<file path="src/hdl/tmtw_pkg.sv">
// tmtw_pkg: shared constants, command type and address helper for the
// text-mode terminal writer. No dependencies.
`default_nettype none
package tmtw_pkg;

  // screen geometry
  localparam int COLUMNS = 80;
  localparam int ROWS    = 25;
  localparam int CELLS   = ROWS * COLUMNS;
  localparam int AW      = $clog2(CELLS);

  // field widths
  localparam int RW  = 5;
  localparam int CLW = 7;

  localparam logic [7:0] BLANK_CHAR   = 8'h20;
  localparam logic [7:0] NEWLINE_CHAR = 8'h0A;
  localparam logic [7:0] RESET_COLOR  = 8'd10;

  localparam logic [RW-1:0]  ROW_LAST = RW'(ROWS - 1);
  localparam logic [CLW-1:0] COL_LAST = CLW'(COLUMNS - 1);

  localparam logic [AW-1:0] CELL_LAST   = AW'(CELLS - 1);
  localparam logic [AW-1:0] COPY_LAST   = AW'((ROWS - 1) * COLUMNS - 1);
  localparam logic [AW-1:0] BLANK_FIRST = AW'((ROWS - 1) * COLUMNS);
  localparam logic [AW-1:0] ROW_STRIDE  = AW'(COLUMNS);

  // opcodes
  localparam logic [2:0] OP_PUT   = 3'd0;
  localparam logic [2:0] OP_NL    = 3'd1;
  localparam logic [2:0] OP_BS    = 3'd2;
  localparam logic [2:0] OP_WRITE = 3'd3;
  localparam logic [2:0] OP_READ  = 3'd4;

  typedef enum logic [1:0] {
    CMD_NONE,
    CMD_WRITE,
    CMD_READ,
    CMD_SCROLL
  } cmd_kind_t;

  // one classified item as handed from front to back
  typedef struct packed {
    cmd_kind_t       kind;
    logic [AW-1:0]   addr;
    logic [15:0]     data;
    logic [RW-1:0]   row;
    logic [CLW-1:0]  col;
    logic            scroll;
    logic            rerr;
  } cmd_t;

  function automatic logic [AW-1:0] cell_addr(input logic [RW-1:0] r,
                                              input logic [CLW-1:0] c);
    cell_addr = AW'(AW'(r) * ROW_STRIDE + AW'(c));
  endfunction

endpackage
`default_nettype wire

</file>
<file path="src/hdl/tmtw_queue.sv">
// tmtw_queue: two-entry command queue between front and back.
// Depends on tmtw_pkg.
`default_nettype none
module tmtw_queue import tmtw_pkg::*; (
  input  wire logic clk,
  input  wire logic rst,
  input  wire logic push,
  input  cmd_t      push_cmd,
  input  wire logic pop,
  output cmd_t      head,
  output logic      empty,
  output logic      full
);

  cmd_t       slots [2];
  logic       wr_ptr, rd_ptr;
  logic [1:0] count;

  assign empty = (count == 2'd0);
  assign full  = (count == 2'd2);
  assign head  = slots[rd_ptr];

  // storage
  always_ff @(posedge clk) begin
    if (push) slots[wr_ptr] <= push_cmd;
  end

  // pointers and fill count
  always_ff @(posedge clk) begin
    if (rst) begin
      wr_ptr <= 1'b0;
      rd_ptr <= 1'b0;
      count  <= 2'd0;
    end else begin
      if (push) wr_ptr <= ~wr_ptr;
      if (pop)  rd_ptr <= ~rd_ptr;
      if (push && !pop) count <= count + 2'd1;
      else if (pop && !push) count <= count - 2'd1;
    end
  end

endmodule
`default_nettype wire

</file>
<file path="config.mk">
export PLATFORM = sky130hd
export DESIGN_NAME = tmtw_queue
export DESIGN_NICKNAME = d
export VERILOG_FILES = /design/src/hdl/tmtw_pkg.sv /design/src/hdl/tmtw_queue.sv
export SDC_FILE = /design/constraint.sdc
export NUM_CORES = 1
export LEC_CHECK = 0
export ABC_AREA = 1
export BUFFER_PORTS_ARGS = -buffer_cell sky130_fd_sc_hd__buf_2
export CORE_MARGIN = 1
export CORE_UTILIZATION = 35
export CTS_CLUSTER_SIZE = 8
export DETAILED_ROUTE_END_ITERATION = 10
export PLACE_DENSITY = 0.6
export SLEW_MARGIN = 20
export SYNTH_ARGS = -nofsm -noshare
export SYNTH_HDL_FRONTEND = slang
export SYNTH_SLANG_ARGS = --single-unit
</file>
<file path="constraint.sdc">
create_clock -name clk -period 3.8 [get_ports clk]
set_clock_uncertainty 0.15 [all_clocks]
set_input_delay 0.57 -clock clk [delete_from_list [all_inputs] [get_ports clk]]
set_output_delay 0.57 -clock clk [all_outputs]
set_load 0.02 [all_outputs]
</file>
==> impl_metrics.json <==
{
  "min-delay-start": "push_cmd[18]",
  "cts_tree": "yes",
  "drive_gt1_share_pct": 56.3,
  "power_density_mw_per_mm2": 498,
  "postCtsHoldBufs": 0,
  "rr_startpoint": "wr_ptr$_SDFFE_PP0P_",
  "finalCriticalPeriod_ns": 2.59,
  "synth_top_area_share_pct": 73.1,
  "cts_resized": 0,
  "synth.top_cells.by_area": "edfxtp_1, mux2_4, dfxtp_1",
  "pin_count": 92,
  "routed-via-count": 1748,
  "htree_levels": 3,
  "track_usage_pct": 11.1,
  "fillers": 888,
  "min_to": "slots[0][18]$_DFFE_PP_",
  "drt_iter0_drc": 56,
  "post_cts_buffers": 0,
  "viasPerCell": 4.34,
  "yosys.area.top_type": "edfxtp_1",
  "avgSynthCellArea_um2": 21.2,
  "worstSetupPathType": "flip-flop to output pin",
  "die_w_um": 102,
  "clockBufferDepth": 2,
  "antenna_found_initial": 0,
  "startpoint_type": "flip-flop",
  "syn_area_mm2": 0.00353,
  "endpoint_kind": "output pin",
  "synth_nets": 215,
  "fin_ws_ns": 1.21,
  "layout-area-overhead-vs-synth_pct": 21.8,
  "critPathMaxFanout": 29,
  "diodes": 0,
  "multiInputGateArea_um2": 734,
  "dr.pass1.iters": 4,
  "globalplace.congestion": 0.638,
  "placed_area_mm2": 0.00411,
  "cap_violations": 0,
  "synth_cell_types": 16,
  "rsz0062_at_grt": "false",
  "ant_nets": 0,
  "fp.dieH_um": 102,
  "num_rows": 36,
  "maxClockFrequency_mhz": 386,
  "fin_nets": 315,
  "dp_slack_ns": 1.55,
  "fin_crit_sh_pct": 68.3,
  "cp_data_arrival_time_ns": 1.87,
  "seq_area_frac_synth_pct": 75.9,
  "final_area_mm2": 0.00431,
  "finalSetupViolCount": 0,
  "grt_pass1_wl_mm": 8.22,
  "r2r_slack_ns": 2.04,
  "final.setup.tns_ns": 0,
  "ys_ff_latch": 91,
  "timing.rr.end": "slots[1][3]$_DFFE_PP_",
  "hold_depth": 1,
  "leakage_nw": 1.72,
  "hold_viol": 0,
  "path_clk_slew_ns": 0.08,
  "numPortBuffers": 91,
  "clock-root-buffer": "clkbuf_8",
  "worstMarginPinSlew_ns": 1.01,
  "drcViolationCount": 0,
  "hp-class": "input pin to flip-flop",
  "dp_hpwl_mm": 3.51,
  "yosys_warnings": 0,
  "overflow": 0,
  "crit_required_ns": 3.08,
  "final_util_pct": 44.0,
  "status": "finished clean",
  "netlist_instances": 167,
  "drv_slew": 0,
  "grt_start_max_net_pins": 45,
  "start_util_pct": 36.2,
  "routedWlPerCell_um": 14.0,
  "cts_buffers": 9,
  "regArea_mm2": 0.00268,
  "routed_wl_mm": 5.63,
  "cts_num_sinks": 91,
  "die-area_mm2": 0.0105,
  "r2r_cells": 2,
  "peakVddDrop_v": 0.000180,
  "slew-limit-headroom_pct": 32.5,
  "worst_skew_pair.late_latency_ns": 0.35,
  "coreArea_mm2": 0.00977,
  "grt_pass1_vias": 1667
}
[worst max-delay path by stage]
stage,endpoint,slack (ns),cells after the start
final,head[35],1.21,3
after global routing,head[35],1.09,3
after CTS,head[35],1.15,3
after detailed placement,head[35],1.55,3
after global placement,head[35],1.56,3
after floorplan,slots[0][0]$_DFFE_PP_,0.79,2
[flip-flops by register name, indices dropped and copies added, names as in the netlist, named ones only]
| register | flops |
|---|---|
| slots | 86 |
| count | 2 |
| rd_ptr | 1 |
| wr_ptr | 1 |
[cell families after synthesis]
group	Yosys count	share of synthesized area (%)
flip-flops	91	75.9
multiplexers	43	17.9
AO/OA/AOI/OAI	2	0.283
buffers and inverters	14	3.54
adder cells (fa/ha/maj)	1	0.354
XOR/XNOR	1	0.248
AND/OR/NAND/NOR	15	1.73
[placed cells by master, fill, tap and decap left out, types with 2 or more instances in the layout]
cell type / n
clkbuf_8: 9
bufinv_16: 2
buf_4: 2
mux2_2: 3
edfxtp_1: 86
dfxtp_1: 4
nor2_1: 6
inv_1: 8
buf_2: 91
mux2_4: 40
nand2_1: 5
clkbuf_1: 2
[worst max-delay path: stages (launching register included)]
cell and delay [ns]:
dfxtp_2 0.67, buf_12 0.32, mux2_2 0.36, buf_2 0.16
[routing by layer]
metal  global-route usage (%)  vias to the layer above  wire [um]
met5                        0                        -          0
met1                     13.5                      847       2470
met3                     2.85                       13        283
met2                     17.5                       62       2730
met4                     7.58                        0        148
li1                         -                      826          -
[metrics by stage]
step                      std cells  hold slack, ns  power [W]
after floorplan                 167           0.330    0.00142
final                           403           0.254    0.00214
after detailed placement        389           0.358    0.00150
after CTS                       403           0.229    0.00218
after global placement          389           0.345    0.00150
after global routing            403           0.233    0.00223
[power by group]
group,internal (W),switching [W]
Sequential,0.00116,0.0000228
Combinational,0.000137,0.000158
Clock,0.000363,0.000305
Total,0.00166,0.000486
[synthesized netlist by cell type (all sizes together)]
cell and instances:
nand2 5, nor2 7, dfxtp 5, o21ai 1
ha 1, buf 5, xnor2 1, nand3 1
inv 9, nor3 1, edfxtp 86, mux2 43
nand4 1, a21oi 1
[area by class of cell]
class / count / area share (%)
clock buffer: 11 / 3.05
clock inverter: 3 / 1.51
timing repair buffer: 94 / 11.4
sequential: 91 / 62.3
tap: 133 / 3.87
multi-input combinational: 62 / 17.1
inverter: 9 / 0.785
Power figures use the tool's default switching activity.
