--- src/hdl/tmtw_pkg.sv ---
// tmtw_pkg: shared constants, command type and address helper for the
// text-mode terminal writer. No dependencies.
`default_nettype none
package tmtw_pkg;

  // screen geometry
  localparam int COLUMNS = 80;
  localparam int ROWS    = 25;
  localparam int CELLS   = ROWS * COLUMNS;
  localparam int AW      = $clog2(CELLS);

  // field widths
  localparam int RW  = 5;
  localparam int CLW = 7;

  localparam logic [7:0] BLANK_CHAR   = 8'h20;
  localparam logic [7:0] NEWLINE_CHAR = 8'h0A;
  localparam logic [7:0] RESET_COLOR  = 8'd10;

  localparam logic [RW-1:0]  ROW_LAST = RW'(ROWS - 1);
  localparam logic [CLW-1:0] COL_LAST = CLW'(COLUMNS - 1);

  localparam logic [AW-1:0] CELL_LAST   = AW'(CELLS - 1);
  localparam logic [AW-1:0] COPY_LAST   = AW'((ROWS - 1) * COLUMNS - 1);
  localparam logic [AW-1:0] BLANK_FIRST = AW'((ROWS - 1) * COLUMNS);
  localparam logic [AW-1:0] ROW_STRIDE  = AW'(COLUMNS);

  // opcodes
  localparam logic [2:0] OP_PUT   = 3'd0;
  localparam logic [2:0] OP_NL    = 3'd1;
  localparam logic [2:0] OP_BS    = 3'd2;
  localparam logic [2:0] OP_WRITE = 3'd3;
  localparam logic [2:0] OP_READ  = 3'd4;

  typedef enum logic [1:0] {
    CMD_NONE,
    CMD_WRITE,
    CMD_READ,
    CMD_SCROLL
  } cmd_kind_t;

  // one classified item as handed from front to back
  typedef struct packed {
    cmd_kind_t       kind;
    logic [AW-1:0]   addr;
    logic [15:0]     data;
    logic [RW-1:0]   row;
    logic [CLW-1:0]  col;
    logic            scroll;
    logic            rerr;
  } cmd_t;

  function automatic logic [AW-1:0] cell_addr(input logic [RW-1:0] r,
                                              input logic [CLW-1:0] c);
    cell_addr = AW'(AW'(r) * ROW_STRIDE + AW'(c));
  endfunction

endpackage
`default_nettype wire

--- src/hdl/tmtw_front.sv ---
// tmtw_front: accepts items, keeps the cursor and classifies each item
// into a memory command. Depends on tmtw_pkg.
`default_nettype none
module tmtw_front import tmtw_pkg::*; (
  input  wire logic       clk,
  input  wire logic       rst,
  input  wire logic       accept,
  input  wire logic [2:0] opcode,
  input  wire logic [7:0] char_code,
  input  wire logic [7:0] cell_color,
  input  wire logic [6:0] col_x,
  input  wire logic [4:0] row_y,
  input  wire logic [7:0] text_color,
  output cmd_t            cmd
);

  logic [RW-1:0]  row, row_next;
  logic [CLW-1:0] col, col_next;
  logic           in_screen;

  assign in_screen = (col_x <= COL_LAST) && (row_y <= ROW_LAST);

  // classify the item and work out the next cursor
  always_comb begin
    row_next   = row;
    col_next   = col;
    cmd.kind   = CMD_NONE;
    cmd.addr   = cell_addr(row_y, col_x);
    cmd.data   = {text_color, BLANK_CHAR};
    cmd.scroll = 1'b0;
    cmd.rerr   = 1'b0;
    if ((opcode == OP_NL) || ((opcode == OP_PUT) && (char_code == NEWLINE_CHAR))) begin
      col_next = '0;
      if (row != ROW_LAST) begin
        row_next = row + 1'b1;
      end else begin
        cmd.kind   = CMD_SCROLL;
        cmd.scroll = 1'b1;
      end
    end else if (opcode == OP_PUT) begin
      cmd.kind = CMD_WRITE;
      cmd.addr = cell_addr(row, col);
      cmd.data = {text_color, char_code};
      if (col == COL_LAST) begin
        col_next = '0;
        row_next = (row == ROW_LAST) ? '0 : row + 1'b1;
      end else begin
        col_next = col + 1'b1;
      end
    end else if (opcode == OP_BS) begin
      if (col != '0) begin
        col_next = col - 1'b1;
      end else if (row != '0) begin
        col_next = COL_LAST;
        row_next = row - 1'b1;
      end
      cmd.kind = CMD_WRITE;
      cmd.addr = cell_addr(row_next, col_next);
    end else if (opcode == OP_WRITE) begin
      cmd.data = {cell_color, char_code};
      if (in_screen) cmd.kind = CMD_WRITE;
      else cmd.rerr = 1'b1;
    end else if (opcode == OP_READ) begin
      if (in_screen) cmd.kind = CMD_READ;
      else cmd.rerr = 1'b1;
    end
    cmd.row = row_next;
    cmd.col = col_next;
  end

  // cursor registers
  always_ff @(posedge clk) begin
    if (rst) begin
      row <= '0;
      col <= '0;
    end else if (accept) begin
      row <= row_next;
      col <= col_next;
    end
  end

endmodule
`default_nettype wire

--- config.mk ---
export PLATFORM = sky130hd
export DESIGN_NAME = tmtw_front
export DESIGN_NICKNAME = d
export VERILOG_FILES = /design/src/hdl/tmtw_pkg.sv /design/src/hdl/tmtw_front.sv
export SDC_FILE = /design/constraint.sdc
export NUM_CORES = 1
export LEC_CHECK = 0
export ABC_CLOCK_PERIOD_IN_PS = 4300
export BUFFER_PORTS_ARGS = -buffer_cell sky130_fd_sc_hd__buf_2
export CORE_MARGIN = 2
export CORE_UTILIZATION = 48
export CTS_BUF_LIST = sky130_fd_sc_hd__clkbuf_4 sky130_fd_sc_hd__clkbuf_8 sky130_fd_sc_hd__clkbuf_16
export DETAILED_ROUTE_END_ITERATION = 8
export HOLD_SLACK_MARGIN = 0.02
export PLACE_DENSITY = 0.8
export SKIP_CTS_REPAIR_TIMING = 1
export SLEW_MARGIN = 0
export SYNTH_ARGS = -nofsm -noshare
export SYNTH_HDL_FRONTEND = slang
export SYNTH_SLANG_ARGS = --single-unit
export TNS_END_PERCENT = 1
--- constraint.sdc ---
create_clock -name clk -period 4.3 [get_ports clk]
set_clock_uncertainty 0.15 [all_clocks]
set_input_delay 0.86 -clock clk [delete_from_list [all_inputs] [get_ports clk]]
set_output_delay 0.86 -clock clk [all_outputs]
set_load 0.05 [all_outputs]
==> results_tabular.tex, run 1 <==
\begin{tabular}{lr}
\hline
Metric & Value \\
\hline
\multicolumn{2}{l}{\textbf{Run status}} \\
\quad Outcome & complete, but fails checks \\
\quad Violated checks & negative setup slack \\
\multicolumn{2}{l}{\textbf{Drt}} \\
\quad Initial DRC Count & 334 \\
\quad Routed Antenna Nets & 0 \\
\quad Routed wirelength normalized by instance count & 16.3 um \\
\quad Routed via count & between 3k and 4k \\
\quad Total length of routed wires & 9.42 mm \\
\quad TritonRoute pass-1 iters & 5 \\
\quad Via density & 5.98 \\
\quad Detailed-route DRC error count & 0 \\
\multicolumn{2}{l}{\textbf{Finish}} \\
\quad Fraction of layout cells with a size suffix above 1 & a little under two fifths \\
\quad Final Core Density & 68.5\% \\
\quad Diode insertion count for antenna repair & 0 \\
\quad Number of nets in the layout & 589 \\
\quad Filler cell count in the final layout & 457 \\
\quad Synth-to-Final Area Change & 37.7\% \\
\multicolumn{2}{l}{\textbf{Yosys}} \\
\quad Library cells used by synthesis & 61 \\
\quad Cell types occupying the most area after synthesis & ha\_1 15\%, dfxtp\_1 8.7\%, nand2\_1 5.9\% \\
\quad YS warnings & 0 \\
\quad Count of flip-flops with a built-in enable after synthesis & 0 \\
\quad Fraction of post-synthesis cell area in the top cell type by area & 15.4\% \\
\quad Gate Count Post-Synth & 382 \\
\quad Mean cell area of the mapped netlist & 7.22 sq um \\
\quad Ys async rst share & 0\% \\
\quad Number of synthesized register bits & 12 \\
\quad Cell area after synthesis & 2760 sq um \\
\quad Main flop type after synthesis & dfxtp\_1 \\
\quad Number of nets produced by synthesis & 464 \\
\quad Part of the Yosys area used for sequential elements & 8.72\% \\
\quad Largest area contributor in the synthesized netlist & ha\_1 \\
\multicolumn{2}{l}{\textbf{Global route}} \\
\quad Global router's overall resource usage & 29.3\% \\
\quad First-pass GRT wire length & 15.1 mm \\
\quad Antenna violations before repair & 0 \\
\quad Grt ovf & 0 \\
\quad Via count of the first global-routing pass & between 3k and 4k \\
\quad Pin count of the biggest net entering global routing & 22 \\
\multicolumn{2}{l}{\textbf{Hold path}} \\
\quad Type of the most critical hold path & reg2reg \\
\quad Start point of the worst hold path & col[0]\$\_SDFFE\_PP0P\_ \\
\quad WHS Endpoint & col[0]\$\_SDFFE\_PP0P\_ \\
\quad Hold path cells & 3 \\
\multicolumn{2}{l}{\textbf{Timing}} \\
\quad Post-Route Hold Slack & 449 ps \\
\quad Pins over their slew limit & 0 \\
\quad Final number of setup-violating endpoints & 3 \\
\quad Fmax & 215 MHz \\
\quad Endpoints failing hold & 0 \\
\quad Post-layout minimum cycle time & approximately 4700 ps \\
\quad Max transition margin & 56.7\% \\
\quad Setup TNS after final layout & -507 ps \\
\quad Least setup slack across all paths after layout & -351 ps \\
\quad Setup repair after global routing missed its margin & yes \\
\quad Transition time at the pin with the least slew margin & around 650 ps \\
\quad Share of the clock period used by the worst path & 108\% \\
\multicolumn{2}{l}{\textbf{Power and ir drop}} \\
\quad Lkg Pwr & 1.88 nW \\
\quad Clock share of power & $\sim$13\% \\
\quad Combinational share of power & between 70\% and 80\% \\
\quad Cell-internal power & 0.508 mW \\
\quad Net switching power & 0.501 mW \\
\quad Fraction of power spent switching nets & 49.7\% \\
\quad Largest vdd supply drop & 0.000306 V \\
\quad Register share of total power & 12.3\% \\
\quad Pwr Density & 266 nW/um\^{}2 \\
\multicolumn{2}{l}{\textbf{Place}} \\
\quad Final Wtd Congestion & 0.949 \\
\quad Placement-stage worst setup slack & -260 ps \\
\quad IO buf count & 84 \\
\quad Estimated wirelength of the detail-placed design & between 7 and 8 mm \\
\multicolumn{2}{l}{\textbf{Floorplanning}} \\
\quad Site row count & 27 \\
\quad Starting utilization of the core area & 49.8\% \\
\quad Top-level I/O count & 85 \\
\quad Die span in y & 79.8 um \\
\quad Total Die Area & 6360 sq um \\
\quad Die width & 79.8 um \\
\quad Area inside the core boundary & 5540 sq um \\
\multicolumn{2}{l}{\textbf{Setup path}} \\
\quad Endpoint arrival time on the critical path & 3640 ps \\
\quad Register-to-Register Path Depth & 11 \\
\quad Worst Setup End Kind & primary output \\
\quad Reg-to-Reg Start & row[0]\$\_SDFFE\_PP0P\_ \\
\quad R2R setup slack & between 1500 and 2000 ps \\
\quad Endpoint of the worst register-to-register path & row[0]\$\_SDFFE\_PP0P\_ \\
\quad Crit path launch type & flip-flop \\
\quad Worst endpoint required time & 3290 ps \\
\quad Critical path fanouts, max & 3 \\
\quad Kind of critical path & reg2out \\
\multicolumn{2}{l}{\textbf{Clock tree}} \\
\quad CTS tree & yes \\
\quad Clock latency on the worst-skew pair & 240 ps \\
\quad Number of sinks handled by clock tree synthesis & 12 \\
\quad Max Root-Sink Buffers & 2 \\
\quad Clock Pin Slew Worst Setup and Hold Paths & approximately 50 ps \\
\quad CTS H-tree depth & 1 \\
\quad Root cell of the clock tree & clkbuf\_8 \\
\quad TritonCTS buffer count & 3 \\
\multicolumn{2}{l}{\textbf{Job}} \\
\quad Maxcap violations & 0 \\
\hline
\end{tabular}
worst max path at each step:
stage               to  cells after the start                start
5_1_grt        cmd[40]                     16  row[0]$_SDFFE_PP0P_
3_5_place_dp   cmd[40]                     19  col[1]$_SDFFE_PP0P_
2_1_floorplan  cmd[40]                     14  col[5]$_SDFFE_PP0P_
3_3_place_gp   cmd[40]                     17  col[1]$_SDFFE_PP0P_
6_report       cmd[40]                     15  col[5]$_SDFFE_PP0P_
4_1_cts        cmd[40]                     19  col[1]$_SDFFE_PP0P_
through the flow:
stage | instance area, sq um | total power, mW | instances
floorplan | 2840 | 0.622 | 382
global placement | 3630 | 0.818 | 568
detailed placement | 3630 | 0.833 | 568
CTS | 3690 | 0.959 | 572
global route | 3790 | 1.07 | 578
finish | 3790 | 1.01 | 578
critical path, cell delays in order, from the launching register on:
cell	delay, ps
dfxtp_2	330
nor4_4	340
buf_4	190
nand2_4	40
or4_4	440
nand2_4	100
ha_4	200
ha_4	160
fa_1	520
nand2_2	80
nor2b_4	150
o21ai_2	70
a221oi_2	340
xnor2_2	120
o21ai_4	150
buf_6	170
cell families (layout without fill, tap and decap cells):
| logic type | Yosys count | count (layout) | synth area share [%] |
|---|---|---|---|
| adders and majority gates | 40 | 40 | 19.8 |
| AOI/OAI and AO/OA | 109 | 109 | 25.8 |
| and+or+nand+nor | 145 | 145 | 26.7 |
| DFF | 12 | 12 | 8.72 |
| muxes | 14 | 14 | 5.49 |
| xor gates and xnor gates | 24 | 24 | 7.63 |
| buffers and inverters | 38 | 162 | 5.90 |
registers in the layout, indices dropped and copies added, names as in the netlist:
| name | count |
|---|---|
| col | 7 |
| row | 5 |
cells in the mapped netlist, types with 2 or more instances:
cell type,n
nor2_1,39
a311oi_1,5
dfxtp_1,12
a32oi_1,3
mux2_2,9
nand3_1,11
or2_2,2
mux2i_1,5
buf_2,6
a21oi_1,27
a221oi_1,2
o22ai_1,8
nand3b_1,3
a211oi_1,2
clkbuf_1,15
xor2_1,7
xnor2_1,17
nand2b_1,3
o21ai_0,25
a31oi_1,2
and3_1,5
and2_1,5
a21o_1,8
a31o_2,3
fa_1,6
nand2_1,43
nand4_1,3
o21ai_1,2
a22oi_1,5
a21boi_0,2
nor3_1,5
inv_1,15
or3_1,4
ha_1,34
nor2b_1,9
nor3b_1,3
o32ai_1,3
routing by layer:
metal	part of all wire, %	vias up	routed length [um]	global-route usage [%]
met3	6.5	25	608	3.28
met2	50	154	4710	51.2
met5	0	-	0	0
li1	-	1639	-	-
met1	41	1638	3860	37.7
met4	2.5	0	238	9.15
area by class of cell:
class	instances	area, sq um	area share (%)
repair buffers	143	878	23.1
clock buffers	4	55.1	1.45
inverters	15	56.3	1.48
multi-input cells	332	2470	65.1
well taps	72	90.1	2.37
flip-flops and latches	12	244	6.43
cells in the final DEF (no fill, tap or decap), types with 8 or more instances in the layout:
| cell | instances |
|---|---|
| a21oi_1 | 27 |
| o21ai_0 | 20 |
| nand3_1 | 11 |
| nor2_1 | 39 |
| buf_4 | 60 |
| xnor2_1 | 15 |
| buf_2 | 81 |
| dfxtp_1 | 9 |
| inv_1 | 14 |
| nand2_1 | 41 |
| mux2_2 | 9 |
| a21o_1 | 8 |
| ha_1 | 30 |
power groups by stage:
stage	clock, mW	sequential, mW	combinational, mW
floorplan	0	0.128	0.494
global placement	0	0.126	0.693
detailed placement	0	0.126	0.707
CTS	0.125	0.124	0.710
global route	0.131	0.125	0.815
finish	0.126	0.124	0.758
No activity file was read; power rests on OpenSTA's default activity.
==> run 2: changes to the inputs <==
- CORE_UTILIZATION: 48 -> 45
- CTS_CLUSTER_SIZE: unset -> 16
- PLACE_DENSITY: 0.8 -> 0.75
==> run 2 against run 1 <==
The flow still finishes with violations (negative setup slack). Utilization is 4.5 points lower. Cell area shrank 0.13%. Non-clock buffer count decreased by 5. Sequential power about the same. Global-route usage decreased by 1.4 points. Critical endpoint unchanged. Total power fell by 0.33%. Fmax up 2.3%. Clock power barely moved. Via count fell by 2.1%.
==> results_tabular.tex, run 2 (synthesized netlist as in run 1, its figures left out) <==
\begin{tabular}{lr}
\hline
Metric & Value \\
\hline
\multicolumn{2}{l}{\textbf{Place}} \\
\quad Placement-stage worst setup slack & -261 ps (-1.25 ps) \\
\quad Estimated wirelength of the detail-placed design & 7.54 mm (+1.4\%) \\
\quad IO buf count & 84 (unchanged) \\
\quad Area of placed instances & 3630 sq um (+0.10\%) \\
\quad Final Wtd Congestion & 0.899 (-5.2\%) \\
\multicolumn{2}{l}{\textbf{Drt}} \\
\quad Via density & 5.88 (-1.7\%) \\
\quad Detailed-route DRC error count & 0 (unchanged) \\
\quad Routed Antenna Nets & 0 (unchanged) \\
\quad TritonRoute pass-1 iters & 5 (unchanged) \\
\quad Routed via count & 3385 (-2.1\%) \\
\quad Total length of routed wires & 9.37 mm (-0.45\%) \\
\quad Routed wirelength normalized by instance count & 16.3 um (-0.10\%) \\
\quad Initial DRC Count & 283 (-15\%) \\
\multicolumn{2}{l}{\textbf{Setup path}} \\
\quad Endpoint arrival time on the critical path & 3540 ps (-100 ps) \\
\quad Most prevalent standard cell on the critical path & ha\_4 \\
\quad Reg-to-Reg Start & col[0]\$\_SDFFE\_PP0P\_ \\
\quad Count of buffer and inverter cells on the critical path & 1 (-1) \\
\quad Worst-path cell chain & or3\_1 > or4\_4 > nand2\_4 > ha\_4 > ha\_4 > fa\_1 > nand2\_2 > nor2b\_4 > o21ai\_2 > a221oi\_2 > xnor2\_2 > o21ai\_4 > buf\_6 \\
\quad Critical path fanouts, max & 4 (+1) \\
\quad Worst path top cell family by delay & simple AND/OR/NAND/NOR gates \\
\quad Kind of critical path & reg2out \\
\quad Endpoint of the worst register-to-register path & row[3]\$\_SDFFE\_PP0P\_ \\
\quad Register-to-Register Path Depth & 8 (-3) \\
\quad Worst path slowest cell & or4\_4 \\
\quad Crit path launch type & flip-flop \\
\quad Worst endpoint required time & 3290 ps (about the same) \\
\quad Cell depth of the worst setup path & 13 (-2) \\
\quad Delay of the slowest cell on the worst path & 550 ps (+30 ps) \\
\quad R2R setup slack & 1660 ps (-270 ps) \\
\quad Worst Setup End Kind & primary output \\
\multicolumn{2}{l}{\textbf{Finish}} \\
\quad Synth-to-Final Area Change & 37.5\% \\
\quad Number of nets in the layout & 584 (-0.85\%) \\
\quad Diode insertion count for antenna repair & 0 (unchanged) \\
\quad Largest registers & col (7), row (5) \\
\quad Most common cell after layout, fill and taps aside & buf\_2 \\
\quad Finished layout cell area & 3790 sq um (-0.13\%) \\
\quad Fraction of layout cells with a size suffix above 1 & 37.5\% (-0.22 points) \\
\quad Most frequent cells in the layout & 80 x buf\_2, 54 x buf\_4, 41 x nand2\_1 \\
\quad Flip-flop count of the largest register after layout & 7 (unchanged) \\
\quad Most flop-heavy register & col \\
\multicolumn{2}{l}{\textbf{Global route}} \\
\quad First-pass GRT wire length & 15.0 mm (-0.64\%) \\
\quad Grt ovf & 0 (unchanged) \\
\quad Pin count of the biggest net entering global routing & 22 (unchanged) \\
\quad Antenna violations before repair & 0 (unchanged) \\
\quad Via count of the first global-routing pass & 3221 (-0.71\%) \\
\quad Global router's overall resource usage & 27.9\% (-1.4 points) \\
\multicolumn{2}{l}{\textbf{Hold path}} \\
\quad WHS Endpoint & col[0]\$\_SDFFE\_PP0P\_ \\
\quad Type of the most critical hold path & reg2reg \\
\quad Hold path cells & 3 (unchanged) \\
\quad Start point of the worst hold path & col[0]\$\_SDFFE\_PP0P\_ \\
\multicolumn{2}{l}{\textbf{Floorplanning}} \\
\quad Die span in y & 82.3 um (+3.1\%) \\
\quad Area inside the core boundary & 5920 sq um (+6.9\%) \\
\quad Site row count & 28 (+3.7\%) \\
\quad Starting utilization of the core area & 46.6\% (-3.2 points) \\
\quad Total Die Area & 6770 sq um (+6.3\%) \\
\quad Top-level I/O count & 85 (unchanged) \\
\quad Die width & 82.3 um (+3.1\%) \\
\multicolumn{2}{l}{\textbf{Power and ir drop}} \\
\quad Pwr Density & 265 nW/um\^{}2 (-0.19\%) \\
\quad Lkg Pwr & 1.85 nW (-1.6\%) \\
\quad Largest vdd supply drop & 0.000221 V (-28\%) \\
\multicolumn{2}{l}{\textbf{Job}} \\
\quad Maxcap violations & 0 (unchanged) \\
\multicolumn{2}{l}{\textbf{Clock tree}} \\
\quad TritonCTS buffer count & 3 (unchanged) \\
\quad Max Root-Sink Buffers & 2 (unchanged) \\
\quad Number of sinks handled by clock tree synthesis & 12 (unchanged) \\
\quad CTS H-tree depth & 1 (unchanged) \\
\quad CTS tree & yes \\
\quad Clock latency on the worst-skew pair & 240 ps (about the same) \\
\quad Clock Pin Slew Worst Setup and Hold Paths & 60 ps (about the same) \\
\quad Root cell of the clock tree & clkbuf\_8 \\
\multicolumn{2}{l}{\textbf{Run status}} \\
\quad Violated checks & negative setup slack \\
\quad Outcome & complete, but fails checks \\
\multicolumn{2}{l}{\textbf{Timing}} \\
\quad Setup repair after global routing missed its margin & yes \\
\quad Endpoints failing hold & 0 (unchanged) \\
\quad Fmax & 220 MHz (+2.3\%) \\
\quad Max transition margin & 59.5\% (+2.8 points) \\
\quad Final number of setup-violating endpoints & 2 (-1) \\
\quad Share of the clock period used by the worst path & 106\% (-2.4 points) \\
\quad Pins over their slew limit & 0 (unchanged) \\
\quad Transition time at the pin with the least slew margin & 604 ps (-44.3 ps) \\
\quad Least setup slack across all paths after layout & -247 ps (+103 ps) \\
\quad Post-layout minimum cycle time & 4550 ps (-103 ps) \\
\hline
\end{tabular}
==> run 2: changes by cell type in the layout (fill, tap and decap cells not counted), sizes merged <==
cell    before  now
buf        143  136
clkbuf       4    6
==> run 2: report_power, final <==
part	total (mW)	switching (mW)	internal [mW]	leakage, nW
clock	0.125	0.0444	0.0810	0.0288
sequential	0.124	0.00613	0.118	0.100
combinational	0.755	0.448	0.307	1.72
total	1.01	0.499	0.506	1.85
==> run 2: worst min-delay path: stages (launching register included) <==
cell and delay, ps:
dfxtp_2 320, inv_2 70, buf_4 110, o31ai_1 60
==> run 2: worst max path at each step <==
stage / startpoint / slack, ps / to
5_1_grt: row[0]$_SDFFE_PP0P_ / -460 / cmd[40]
2_1_floorplan: col[5]$_SDFFE_PP0P_ / -180 / cmd[40]
4_1_cts: col[1]$_SDFFE_PP0P_ / -560 / cmd[40]
3_5_place_dp: col[1]$_SDFFE_PP0P_ / -260 / cmd[40]
6_report: row[0]$_SDFFE_PP0P_ / -250 / cmd[40]
3_3_place_gp: col[1]$_SDFFE_PP0P_ / -190 / cmd[40]
==> run 2: final cells by class <==
type                    count  area, sq um
multi-input cells         332         2490
fillers                   534         2130
repair buffers            138          843
flip-flops and latches     12          246
well taps                  75         93.8
inverters                  15         56.3
clock buffers               4         55.1
==> run 2: metrics by stage <==
| step | hold WS, ps | total power [mW] | util (%) | std cells | TNS [ps] |
|---|---|---|---|---|---|
| after global routing | 480 | 1.08 | 64.0 | 576 | -922 |
| after global placement | 410 | 0.823 | 61.4 | 571 | -186 |
| after floorplan | 365 | 0.622 | - | 382 | -297 |
| after CTS | 435 | 0.966 | 62.3 | 575 | -1090 |
| final | 462 | 1.01 | 64.0 | 576 | -286 |
| after detailed placement | 423 | 0.838 | 61.4 | 571 | -274 |
==> run 2: routing by layer <==
layer  share of wire, %  routed length [um]  vias to the layer above  global-route usage [%]
met5                  0                   0                        -                       0
met4                2.6                 244                        0                    9.00
met3                6.0                 565                       25                    3.70
met2                 49                4620                      135                    48.8
met1                 42                3940                     1596                    35.2
li1                   -                   -                     1629                       -
